## src/rtl/me_pkg.sv

```systemverilog
`default_nettype none
package me_pkg;

   // Field widths of the item and result words.
   localparam int BASE_W = 64;
   localparam int EXP_W = 63;
   localparam int VAL_W = 63;

   // Default number of exponent bits that are scanned.
   localparam int DEFAULT_WIDTH = 64;

   // Depth of the queue between the front and the back; a power of two.
   localparam int QUEUE_DEPTH = 2;
   localparam int QPTR_W = (QUEUE_DEPTH > 1) ? $clog2(QUEUE_DEPTH) : 1;
   localparam int QCNT_W = $clog2(QUEUE_DEPTH + 1);

   // Steps of the bit-serial multiplier and of the base reduction.
   localparam int MUL_STEPS = VAL_W;
   localparam int MCNT_W = $clog2(MUL_STEPS);
   localparam int RED_STEPS = BASE_W;
   localparam int RCNT_W = $clog2(RED_STEPS);

   // One classified item as it waits in the queue.
   typedef struct packed {
      logic zero_mod;
      logic [BASE_W-1:0] base_value;
      logic [EXP_W-1:0] exponent;
      logic [VAL_W-1:0] modulus;
   } item_type;

endpackage
`default_nettype wire

```

## src/rtl/modular_exponentiation.sv

```systemverilog
`default_nettype none
// Computes base^exponent mod modulus by right-to-left square-and-multiply. Words are
// queued (two deep) by the front and worked one at a time by the back. A word first
// reduces its signed base modulo the modulus, then for each exponent bit up to the
// highest one bit it runs a squaring and, on a one bit, a multiplication first; each
// runs on one shared bit-serial modular multiplier. A zero exponent or zero modulus
// skips all of this. A zero modulus yields 0, and otherwise a zero exponent yields 1.
// Only the low WIDTH exponent bits are used.
module modular_exponentiation #(
   parameter int WIDTH = me_pkg::DEFAULT_WIDTH
) (
   input wire logic clock,
   input wire logic reset,
   input wire logic req_valid,
   output logic req_stall,
   input wire logic [me_pkg::BASE_W-1:0] req_base_value,
   input wire logic [me_pkg::EXP_W-1:0] req_exponent,
   input wire logic [me_pkg::VAL_W-1:0] req_modulus,
   output logic rsp_valid,
   input wire logic rsp_stall,
   output logic [me_pkg::VAL_W-1:0] rsp_power_result
);

   logic q_valid, q_pop;
   me_pkg::item_type q_item;

   // Front: accepts and classifies words into the queue.
   me_front #(.WIDTH(WIDTH)) u_front (
      .clock(clock),
      .reset(reset),
      .req_valid(req_valid),
      .req_stall(req_stall),
      .req_base_value(req_base_value),
      .req_exponent(req_exponent),
      .req_modulus(req_modulus),
      .q_valid(q_valid),
      .q_pop(q_pop),
      .q_item(q_item)
   );

   // Back: reduction and exponentiation with its own output register.
   me_engine u_engine (
      .clock(clock),
      .reset(reset),
      .q_valid(q_valid),
      .q_pop(q_pop),
      .q_item(q_item),
      .rsp_valid(rsp_valid),
      .rsp_stall(rsp_stall),
      .rsp_power_result(rsp_power_result)
   );

endmodule
`default_nettype wire

```

## src/rtl/me_front.sv

```systemverilog
`default_nettype none
module me_front #(
   parameter int WIDTH = me_pkg::DEFAULT_WIDTH
) (
   input wire logic clock,
   input wire logic reset,
   input wire logic req_valid,
   output logic req_stall,
   input wire logic [me_pkg::BASE_W-1:0] req_base_value,
   input wire logic [me_pkg::EXP_W-1:0] req_exponent,
   input wire logic [me_pkg::VAL_W-1:0] req_modulus,
   output logic q_valid,
   input wire logic q_pop,
   output me_pkg::item_type q_item
);

   // Exponent bits at or above WIDTH are never scanned.
   localparam logic [me_pkg::EXP_W-1:0] EXP_MASK = (WIDTH >= me_pkg::EXP_W) ? '1 :
      me_pkg::EXP_W'((64'd1 << WIDTH) - 64'd1);

   me_pkg::item_type q_ff [me_pkg::QUEUE_DEPTH];
   logic [me_pkg::QPTR_W-1:0] wr_ptr_ff, wr_ptr_in, rd_ptr_ff, rd_ptr_in;
   logic [me_pkg::QCNT_W-1:0] count_ff, count_in;
   logic push, pop;
   me_pkg::item_type new_item;

   // Classify the incoming word.
   always_comb begin
      new_item.zero_mod = (req_modulus == '0);
      new_item.base_value = req_base_value;
      new_item.exponent = req_exponent & EXP_MASK;
      new_item.modulus = req_modulus;
   end

   assign req_stall = (count_ff == me_pkg::QCNT_W'(me_pkg::QUEUE_DEPTH));
   assign push = req_valid && !req_stall;
   assign q_valid = (count_ff != '0);
   assign pop = q_pop && q_valid;
   assign q_item = q_ff[rd_ptr_ff];

   // Queue pointers and fill count.
   always_comb begin
      wr_ptr_in = push ? wr_ptr_ff + 1'b1 : wr_ptr_ff;
      rd_ptr_in = pop ? rd_ptr_ff + 1'b1 : rd_ptr_ff;
      count_in = count_ff;
      if (push && !pop) begin
         count_in = count_ff + 1'b1;
      end else if (pop && !push) begin
         count_in = count_ff - 1'b1;
      end
   end

   always_ff @(posedge clock) begin
      if (reset) begin
         wr_ptr_ff <= '0;
         rd_ptr_ff <= '0;
         count_ff <= '0;
      end else begin
         wr_ptr_ff <= wr_ptr_in;
         rd_ptr_ff <= rd_ptr_in;
         count_ff <= count_in;
      end
   end

   // Queue entries.
   always_ff @(posedge clock) begin
      if (push) begin
         q_ff[wr_ptr_ff] <= new_item;
      end
   end

endmodule
`default_nettype wire

```

## src/rtl/me_mulmod.sv

```systemverilog
`default_nettype none
module me_mulmod (
   input wire logic clock,
   input wire logic reset,
   input wire logic start,
   input wire logic [me_pkg::VAL_W-1:0] op_a,
   input wire logic [me_pkg::VAL_W-1:0] op_b,
   input wire logic [me_pkg::VAL_W-1:0] op_m,
   output logic done,
   output logic [me_pkg::VAL_W-1:0] product
);

   localparam int W = me_pkg::VAL_W;

   logic [W-1:0] a_ff, a_in, b_ff, m_ff, acc_ff, acc_in;
   logic [me_pkg::MCNT_W-1:0] cnt_ff, cnt_in;
   logic phase_ff, phase_in, busy_ff, busy_in, done_ff, done_in;
   logic [W:0] dbl, dbl_red, sum, sum_red;

   // Doubling and adding each take one compare and subtract in their own cycle.
   always_comb begin
      dbl = {acc_ff, 1'b0};
      dbl_red = (dbl >= {1'b0, m_ff}) ? dbl - {1'b0, m_ff} : dbl;
      sum = {1'b0, acc_ff} + {1'b0, b_ff};
      sum_red = (sum >= {1'b0, m_ff}) ? sum - {1'b0, m_ff} : sum;
   end

   // A doubling step and then an add step per multiplier bit, most significant bit first.
   always_comb begin
      a_in = a_ff;
      acc_in = acc_ff;
      cnt_in = cnt_ff;
      phase_in = phase_ff;
      busy_in = busy_ff;
      done_in = 1'b0;
      if (start) begin
         a_in = op_a;
         acc_in = '0;
         cnt_in = '0;
         phase_in = 1'b0;
         busy_in = 1'b1;
      end else if (busy_ff) begin
         if (!phase_ff) begin
            acc_in = dbl_red[W-1:0];
            phase_in = 1'b1;
         end else begin
            if (a_ff[W-1]) begin
               acc_in = sum_red[W-1:0];
            end
            a_in = {a_ff[W-2:0], 1'b0};
            phase_in = 1'b0;
            cnt_in = cnt_ff + 1'b1;
            if (cnt_ff == me_pkg::MCNT_W'(me_pkg::MUL_STEPS - 1)) begin
               busy_in = 1'b0;
               done_in = 1'b1;
            end
         end
      end
   end

   always_ff @(posedge clock) begin
      if (reset) begin
         busy_ff <= 1'b0;
         done_ff <= 1'b0;
         phase_ff <= 1'b0;
         cnt_ff <= '0;
      end else begin
         busy_ff <= busy_in;
         done_ff <= done_in;
         phase_ff <= phase_in;
         cnt_ff <= cnt_in;
      end
   end

   always_ff @(posedge clock) begin
      a_ff <= a_in;
      acc_ff <= acc_in;
      if (start) begin
         b_ff <= op_b;
         m_ff <= op_m;
      end
   end

   assign done = done_ff;
   assign product = acc_ff;

endmodule
`default_nettype wire

```

## src/rtl/me_engine.sv

```systemverilog
`default_nettype none
module me_engine (
   input wire logic clock,
   input wire logic reset,
   input wire logic q_valid,
   output logic q_pop,
   input wire me_pkg::item_type q_item,
   output logic rsp_valid,
   input wire logic rsp_stall,
   output logic [me_pkg::VAL_W-1:0] rsp_power_result
);

   localparam int W = me_pkg::VAL_W;

   localparam logic [2:0] S_IDLE = 3'd0;
   localparam logic [2:0] S_RED = 3'd1;
   localparam logic [2:0] S_FIX = 3'd2;
   localparam logic [2:0] S_STEP = 3'd3;
   localparam logic [2:0] S_MULR = 3'd4;
   localparam logic [2:0] S_SQ = 3'd5;
   localparam logic [2:0] S_DONE = 3'd6;

   logic [2:0] state_ff, state_in;
   logic [me_pkg::BASE_W-1:0] mag_ff, mag_in;
   logic neg_ff, neg_in;
   logic [W-1:0] rem_ff, rem_in, m_ff, m_in, pw_ff, pw_in, res_ff, res_in;
   logic [me_pkg::EXP_W-1:0] exp_ff, exp_in;
   logic [me_pkg::RCNT_W-1:0] rcnt_ff, rcnt_in;
   logic rsp_valid_ff, rsp_valid_in;
   logic [W-1:0] rsp_data_ff, rsp_data_in;
   logic [W:0] rshift, rshift_red;
   logic mul_start, mul_done;
   logic [W-1:0] mul_a, mul_p;
   logic out_free;

   me_mulmod u_mulmod (
      .clock(clock),
      .reset(reset),
      .start(mul_start),
      .op_a(mul_a),
      .op_b(pw_ff),
      .op_m(m_ff),
      .done(mul_done),
      .product(mul_p)
   );

   // One restoring remainder step of the base reduction.
   always_comb begin
      rshift = {rem_ff, mag_ff[me_pkg::BASE_W-1]};
      rshift_red = (rshift >= {1'b0, m_ff}) ? rshift - {1'b0, m_ff} : rshift;
   end

   assign out_free = !rsp_valid_ff || !rsp_stall;

   // Sequencer over reduction, multiply and square.
   always_comb begin
      state_in = state_ff;
      mag_in = mag_ff;
      neg_in = neg_ff;
      rem_in = rem_ff;
      m_in = m_ff;
      pw_in = pw_ff;
      res_in = res_ff;
      exp_in = exp_ff;
      rcnt_in = rcnt_ff;
      q_pop = 1'b0;
      mul_start = 1'b0;
      mul_a = pw_ff;
      rsp_valid_in = rsp_valid_ff && rsp_stall;
      rsp_data_in = rsp_data_ff;
      unique case (state_ff)
         S_IDLE: begin
            if (q_valid) begin
               q_pop = 1'b1;
               m_in = q_item.modulus;
               exp_in = q_item.exponent;
               neg_in = q_item.base_value[me_pkg::BASE_W-1];
               mag_in = q_item.base_value[me_pkg::BASE_W-1] ?
                  (~q_item.base_value) + 1'b1 : q_item.base_value;
               rem_in = '0;
               rcnt_in = '0;
               if (q_item.zero_mod) begin
                  res_in = '0;
                  state_in = S_DONE;
               end else if (q_item.exponent == '0) begin
                  res_in = W'(1);
                  state_in = S_DONE;
               end else begin
                  state_in = S_RED;
               end
            end
         end
         S_RED: begin
            rem_in = rshift_red[W-1:0];
            mag_in = {mag_ff[me_pkg::BASE_W-2:0], 1'b0};
            rcnt_in = rcnt_ff + 1'b1;
            if (rcnt_ff == me_pkg::RCNT_W'(me_pkg::RED_STEPS - 1)) begin
               state_in = S_FIX;
            end
         end
         S_FIX: begin
            // A negative base takes the non-negative remainder.
            pw_in = (neg_ff && rem_ff != '0) ? m_ff - rem_ff : rem_ff;
            res_in = W'(1);
            state_in = S_STEP;
         end
         S_STEP: begin
            if (exp_ff == '0) begin
               state_in = S_DONE;
            end else begin
               mul_start = 1'b1;
               if (exp_ff[0]) begin
                  mul_a = res_ff;
                  state_in = S_MULR;
               end else begin
                  state_in = S_SQ;
               end
            end
         end
         S_MULR: begin
            if (mul_done) begin
               res_in = mul_p;
               mul_start = 1'b1;
               state_in = S_SQ;
            end
         end
         S_SQ: begin
            if (mul_done) begin
               pw_in = mul_p;
               exp_in = exp_ff >> 1;
               state_in = S_STEP;
            end
         end
         S_DONE: begin
            if (out_free) begin
               rsp_valid_in = 1'b1;
               rsp_data_in = res_ff;
               state_in = S_IDLE;
            end
         end
         default: begin
            state_in = S_IDLE;
         end
      endcase
   end

   always_ff @(posedge clock) begin
      if (reset) begin
         state_ff <= S_IDLE;
         rsp_valid_ff <= 1'b0;
      end else begin
         state_ff <= state_in;
         rsp_valid_ff <= rsp_valid_in;
      end
   end

   always_ff @(posedge clock) begin
      mag_ff <= mag_in;
      neg_ff <= neg_in;
      rem_ff <= rem_in;
      m_ff <= m_in;
      pw_ff <= pw_in;
      res_ff <= res_in;
      exp_ff <= exp_in;
      rcnt_ff <= rcnt_in;
      rsp_data_ff <= rsp_data_in;
   end

   assign rsp_valid = rsp_valid_ff;
   assign rsp_power_result = rsp_data_ff;

endmodule
`default_nettype wire

```

## config.mk

```make
export PLATFORM = sky130hd
export DESIGN_NAME = modular_exponentiation
export DESIGN_NICKNAME = d
export VERILOG_FILES = /design/src/rtl/me_pkg.sv /design/src/rtl/modular_exponentiation.sv /design/src/rtl/me_front.sv /design/src/rtl/me_mulmod.sv /design/src/rtl/me_engine.sv
export SDC_FILE = /design/constraint.sdc
export NUM_CORES = 2
export LEC_CHECK = 0
export BUFFER_PORTS_ARGS = -buffer_cell sky130_fd_sc_hd__buf_2
export CORE_UTILIZATION = 58
export CTS_BUF_LIST = sky130_fd_sc_hd__clkbuf_4
export DETAILED_ROUTE_END_ITERATION = 8
export PLACE_DENSITY = 0.76
export SYNTH_ARGS = -nofsm -noshare
export SYNTH_HDL_FRONTEND = slang
export SYNTH_SLANG_ARGS = --single-unit
export TNS_END_PERCENT = 100
```

## constraint.sdc

```tcl
create_clock -name clock -period 8.65 [get_ports clock]
set_input_delay 0 -clock clock [delete_from_list [all_inputs] [get_ports clock]]
set_output_delay 0 -clock clock [all_outputs]
set_load 0.02 [all_outputs]
```

==> report_table.html <==
<table>
<tr><th>Metric</th><th>Value</th></tr>
<tr><th colspan="2">Floorplan</th></tr>
<tr><td>Initial core utilization</td><td>between 50 and 60%</td></tr>
<tr><td>Die Span X</td><td>about 330 µm</td></tr>
<tr><td>Number of rows created at floorplan</td><td>121</td></tr>
<tr><td>Area of the core</td><td>between 100,000 and 150,000 µm²</td></tr>
<tr><td>Count of boundary I/O pins</td><td>259</td></tr>
<tr><td>Overall die height</td><td>~330 µm</td></tr>
<tr><td>Die Footprint</td><td>about 110,000 µm²</td></tr>
<tr><th colspan="2">Timing</th></tr>
<tr><td>Number of hold violations in the final report</td><td>0</td></tr>
<tr><td>Slew Viols, Final</td><td>0</td></tr>
<tr><td>Share of the cycle needed by the critical path after routing</td><td>a little under nine tenths</td></tr>
<tr><td>Setup repair after global routing missed its margin</td><td>false</td></tr>
<tr><td>Sum of negative setup slack</td><td>0 ps</td></tr>
<tr><td>Tightest slew margin relative to the limit</td><td>19.3%</td></tr>
<tr><td>Tightest Pin Transition</td><td>1210 ps</td></tr>
<tr><td>Worst-case clock skew</td><td>~190 ps</td></tr>
<tr><td>Max Fclk</td><td>135 MHz</td></tr>
<tr><td>Time the worst path needs with I/O delays and setup</td><td>7410 ps</td></tr>
<tr><td>Setup violators final</td><td>0</td></tr>
<tr><th colspan="2">Clocking</th></tr>
<tr><td>Number of buffers between clock root and the deepest sink</td><td>4</td></tr>
<tr><td>TritonCTS clock tree</td><td>built</td></tr>
<tr><td>H-tree depth</td><td>5</td></tr>
<tr><td>Skew-Pair Late Insertion Delay</td><td>around 1300 ps</td></tr>
<tr><td>Clock slew seen by the registers of the worst setup and hold paths</td><td>110 ps</td></tr>
<tr><td>Total CTS buffers</td><td>slightly above 300</td></tr>
<tr><td>Number of sinks handled by clock tree synthesis</td><td>approximately 1,100</td></tr>
<tr><td>Clock Root Buffer</td><td>clkbuf_4</td></tr>
<tr><th colspan="2">Setup path</th></tr>
<tr><td>Setup slack on the worst flop-to-flop path</td><td>around 1200 ps</td></tr>
<tr><td>Endpoint of the worst register-to-register path</td><td>u_engine.u_mulmod.product[23]</td></tr>
<tr><td>Crit path capture</td><td>u_engine.u_mulmod.product[23]</td></tr>
<tr><td>Worst flop-to-flop path startpoint</td><td>u_engine.u_mulmod.b_ff[1]</td></tr>
<tr><td>Worst Path Class, Setup</td><td>reg -&gt; reg</td></tr>
<tr><td>Critical path endpoint category</td><td>flop</td></tr>
<tr><td>Worst path required time</td><td>slightly below 10,000 ps</td></tr>
<tr><td>CP max stage cell</td><td>o31ai_1</td></tr>
<tr><td>Longest individual stage delay on the worst path</td><td>around 630 ps</td></tr>
<tr><td>Reg2Reg Depth</td><td>24</td></tr>
<tr><td>Startpoint type of the worst setup path</td><td>flop</td></tr>
<tr><td>Data arrival at the endpoint of the critical path</td><td>roughly 8400 ps</td></tr>
<tr><td>Top fanout value on the critical path</td><td>73</td></tr>
<tr><td>Crit path launch</td><td>u_engine.u_mulmod.b_ff[1]</td></tr>
<tr><td>Chain of cells forming the critical path</td><td>ha_1 -&gt; a211oi_1 -&gt; o21bai_1 -&gt; a21oi_2 -&gt; o21ai_1 -&gt; and4_1 -&gt; o31ai_1 -&gt; o21ai_0 -&gt; a2111o_1 -&gt; a21o_1 -&gt; and2_1 -&gt; ha_1 -&gt; a21oi_1 -&gt; nor2b_1 -&gt; a2111oi_0 -&gt; o221ai_1 -&gt; a211oi_1 -&gt; nand3_1 -&gt; a21o_1 -&gt; a41oi_4 -&gt; buf_12 -&gt; mux2_2 -&gt; a22oi_1 -&gt; a31oi_1</td></tr>
<tr><th colspan="2">Yosys</th></tr>
<tr><td>Async set-or-reset flop fraction in the synthesized netlist</td><td>0%</td></tr>
<tr><td>Number of different library cells in the post-synthesis netlist</td><td>between 100 and 150</td></tr>
<tr><td>Warning count from the yosys run</td><td>0</td></tr>
<tr><td>Synthesized Nets</td><td>6,709</td></tr>
<tr><td>Number of synthesized flops with an enable pin</td><td>1,020</td></tr>
<tr><td>Post-Synthesis Cell Area</td><td>64,000 µm²</td></tr>
<tr><td>Sequential area share after synthesis</td><td>50.4%</td></tr>
<tr><td>Flops &amp; latches, synth</td><td>roughly 1,100</td></tr>
<tr><td>Top_reg_cell synth</td><td>edfxtp_1</td></tr>
<tr><td>Gate count after technology mapping</td><td>approximately 6,200</td></tr>
<tr><td>Mean cell area of the mapped netlist</td><td>10.3 µm²</td></tr>
<tr><th colspan="2">Final layout</th></tr>
<tr><td>Sequential cell area in the final layout</td><td>between 30,000 and 40,000 µm²</td></tr>
<tr><td>Multi-input gate area in the final layout</td><td>roughly 30,000 µm²</td></tr>
<tr><td>Share of post-route cells with drive strength above 1</td><td>12.9%</td></tr>
<tr><td>Layout filler cell count</td><td>slightly below 8,000</td></tr>
<tr><td>Syn-to-layout area delta</td><td>16.7%</td></tr>
<tr><td>Final cell area excluding filler cells</td><td>74,700 µm²</td></tr>
<tr><td>Core Util, Final</td><td>between 60% and 70%</td></tr>
<tr><td>Commonest cells after routing, fill and taps aside</td><td>1,020 x edfxtp_1, 640 x nand2_1, 497 x a21oi_1</td></tr>
<tr><td>Post-layout nets</td><td>approximately 7,500</td></tr>
<tr><td>Most common library cell in the layout ignoring fill and taps</td><td>edfxtp_1</td></tr>
<tr><th colspan="2">Place</th></tr>
<tr><td>Placement Cell Area</td><td>approximately 66,000 µm²</td></tr>
<tr><td>Final weighted congestion in routability-driven placement</td><td>approximately 1</td></tr>
<tr><td>Post-detail-place hpwl</td><td>roughly 140,000 µm</td></tr>
<tr><td>Port-buffer cells</td><td>258</td></tr>
<tr><th colspan="2">Drt</th></tr>
<tr><td>Per-cell routed wire length</td><td>24.5 µm</td></tr>
<tr><td># DRC</td><td>0</td></tr>
<tr><td>Via-per-instance ratio</td><td>~6.4</td></tr>
<tr><td>Via count</td><td>about 55,000</td></tr>
<tr><td>Count of TritonRoute iterations in the first routing pass</td><td>7</td></tr>
<tr><td>Final routed wirelength across all metal layers</td><td>roughly 210,000 µm</td></tr>
<tr><td>Number of nets still failing antenna checks after routing</td><td>0</td></tr>
<tr><td>Detailed router's first-iteration violation count</td><td>around 7,000</td></tr>
<tr><th colspan="2">Min path</th></tr>
<tr><td>Type of the tightest min-delay check</td><td>in -&gt; reg</td></tr>
<tr><td>Source of the worst hold timing path</td><td>req_base_value[8]</td></tr>
<tr><th colspan="2">GRT</th></tr>
<tr><td>Maximum number of pins on one net before global-route repair</td><td>between 100 and 150</td></tr>
<tr><td>Final global-route overflow total</td><td>0</td></tr>
<tr><td>Vias in the first global route</td><td>53,410</td></tr>
<tr><td>Wire length of the first global-routing pass</td><td>316,000 µm</td></tr>
<tr><td>Initial antenna violation count</td><td>18</td></tr>
<tr><td>Overall global routing resource usage</td><td>between 30% and 40%</td></tr>
<tr><th colspan="2">Status</th></tr>
<tr><td>Outcome</td><td>finished, final reports clean</td></tr>
<tr><th colspan="2">Pwr</th></tr>
<tr><td>Power density over the cells</td><td>between 400 and 500 nW/µm²</td></tr>
<tr><td>Static power due to leakage</td><td>between 20 and 30 nW</td></tr>
<tr><td>Overall Power</td><td>30.6 mW</td></tr>
<tr><td>Largest vdd supply drop</td><td>between 0.3 and 0.4 mV</td></tr>
<tr><th colspan="2">Flow run</th></tr>
<tr><td>Max_cap viols</td><td>0</td></tr>
</table>
[layer usage]
layer | wire (µm) | up-vias | global-route usage [%]
met3 | 21700 | 649 | 8.14
met2 | 94600 | 3573 | 58.1
met4 | 10700 | 0 | 16.9
li1 | - | 24902 | -
met1 | 85300 | 26206 | 49.2
met5 | 0 | - | 0
[cell families (layout without fill, tap and decap cells)]
kind of cell	after synthesis	in the layout	share of synthesized area, %
buf+inv	586	1565	3.65
fa+ha+maj	324	324	6.39
compound gates	1766	1766	17.5
simple gates	1836	1836	13.5
other cells	0	17	0
mux	236	236	3.85
xor+xnor	342	342	4.68
flops	1101	1101	50.4
[where the power goes]
| group | switching (mW) | internal (mW) | leakage (nW) |
|---|---|---|---|
| sequential | 1.37 | 8.04 | 10.2 |
| combinational | 10.5 | 6.03 | 16.6 |
| clock | 2.36 | 2.32 | 2.15 |
| total | 14.2 | 16.4 | 29.0 |
[synthesized netlist by cell type, types with 94 or more instances]
cell      instances  area [µm²]
mux2i_1         155        1550
ha_1            319        3990
o21ai_0         423        2120
a21o_1          182        1370
a21oi_1         499        2500
nor4_1           94         588
clkbuf_1        226         848
xnor2_1         198        1730
nor3_1          105         526
xor2_1          144        1260
nand2_1         643        2410
nor2_1          450        1690
inv_1           282        1060
and3_1          110         688
edfxtp_1       1020       30600
nand4_1         104         651
[area by class of cell]
type	instances	area share, %
repair buffers	774	8.48
multi-input cells	4504	39.6
diodes	17	0.0569
well taps	1476	2.47
inverters	284	1.43
clock buffers	410	4.12
flip-flops and latches	1101	43.2
clock inverters	97	0.683
[state kept, by name, indices dropped and copies added (netlist names), named ones only]
signal	cells
u_front.q_ff	382
u_engine.mag_ff	64
u_engine.exp_ff	63
u_engine.m_ff	63
u_engine.pw_ff	63
u_engine.rem_ff	63
u_engine.res_ff	63
u_engine.rsp_power_result	63
u_engine.u_mulmod.a_ff	63
u_engine.u_mulmod.b_ff	63
u_engine.u_mulmod.m_ff	63
u_engine.u_mulmod.product	63
u_engine.rcnt_ff	6
u_engine.u_mulmod.cnt_ff	6
u_engine.state_ff	3
u_front.count_ff	2
u_engine.neg_ff	1
u_engine.rsp_valid	1
u_engine.u_mulmod.busy_ff	1
u_engine.u_mulmod.done	1
u_engine.u_mulmod.phase_ff	1
u_front.rd_ptr_ff	1
u_front.wr_ptr_ff	1
[per-stage QoR]
stage | setup slack, ps | hold WS [ps] | instances
floorplan | 2460 | 98.9 | 6191
global placement | 1620 | 187 | 7681
detailed placement | 1540 | 191 | 7681
CTS | 1430 | 2.62 | 8646
global route | 852 | 71.1 | 8660
finish | 1240 | 69.4 | 8663
[worst max-delay path: cells and delay by family (launching register included)]
| kind | cells | cell delay [ps] |
|---|---|---|
| compound gates | 16 | 4580 |
| fa+ha+maj | 2 | 700 |
| buf+inv | 1 | 350 |
| flops | 1 | 440 |
| mux | 1 | 390 |
| simple gates | 4 | 640 |
[timing repair]
item                      4_1_cts  5_1_grt
resized for setup               0        0
hold buffers                  458        0
buffers inserted                0        0
hold endpoints to repair      670        0
[worst min-delay path by stage]
| stage | end | cells past startpoint |
|---|---|---|
| final | u_front.q_ff[0][134] | 3 |
| after global routing | u_front.q_ff[1][152] | 3 |
| after CTS | u_front.q_ff[0][190] | 5 |
| after detailed placement | u_front.q_ff[1][189] | 1 |
| after global placement | u_front.q_ff[0][129] | 1 |
| after floorplan | u_front.q_ff[0][0] | 0 |
(Power assumes the default switching activity.)
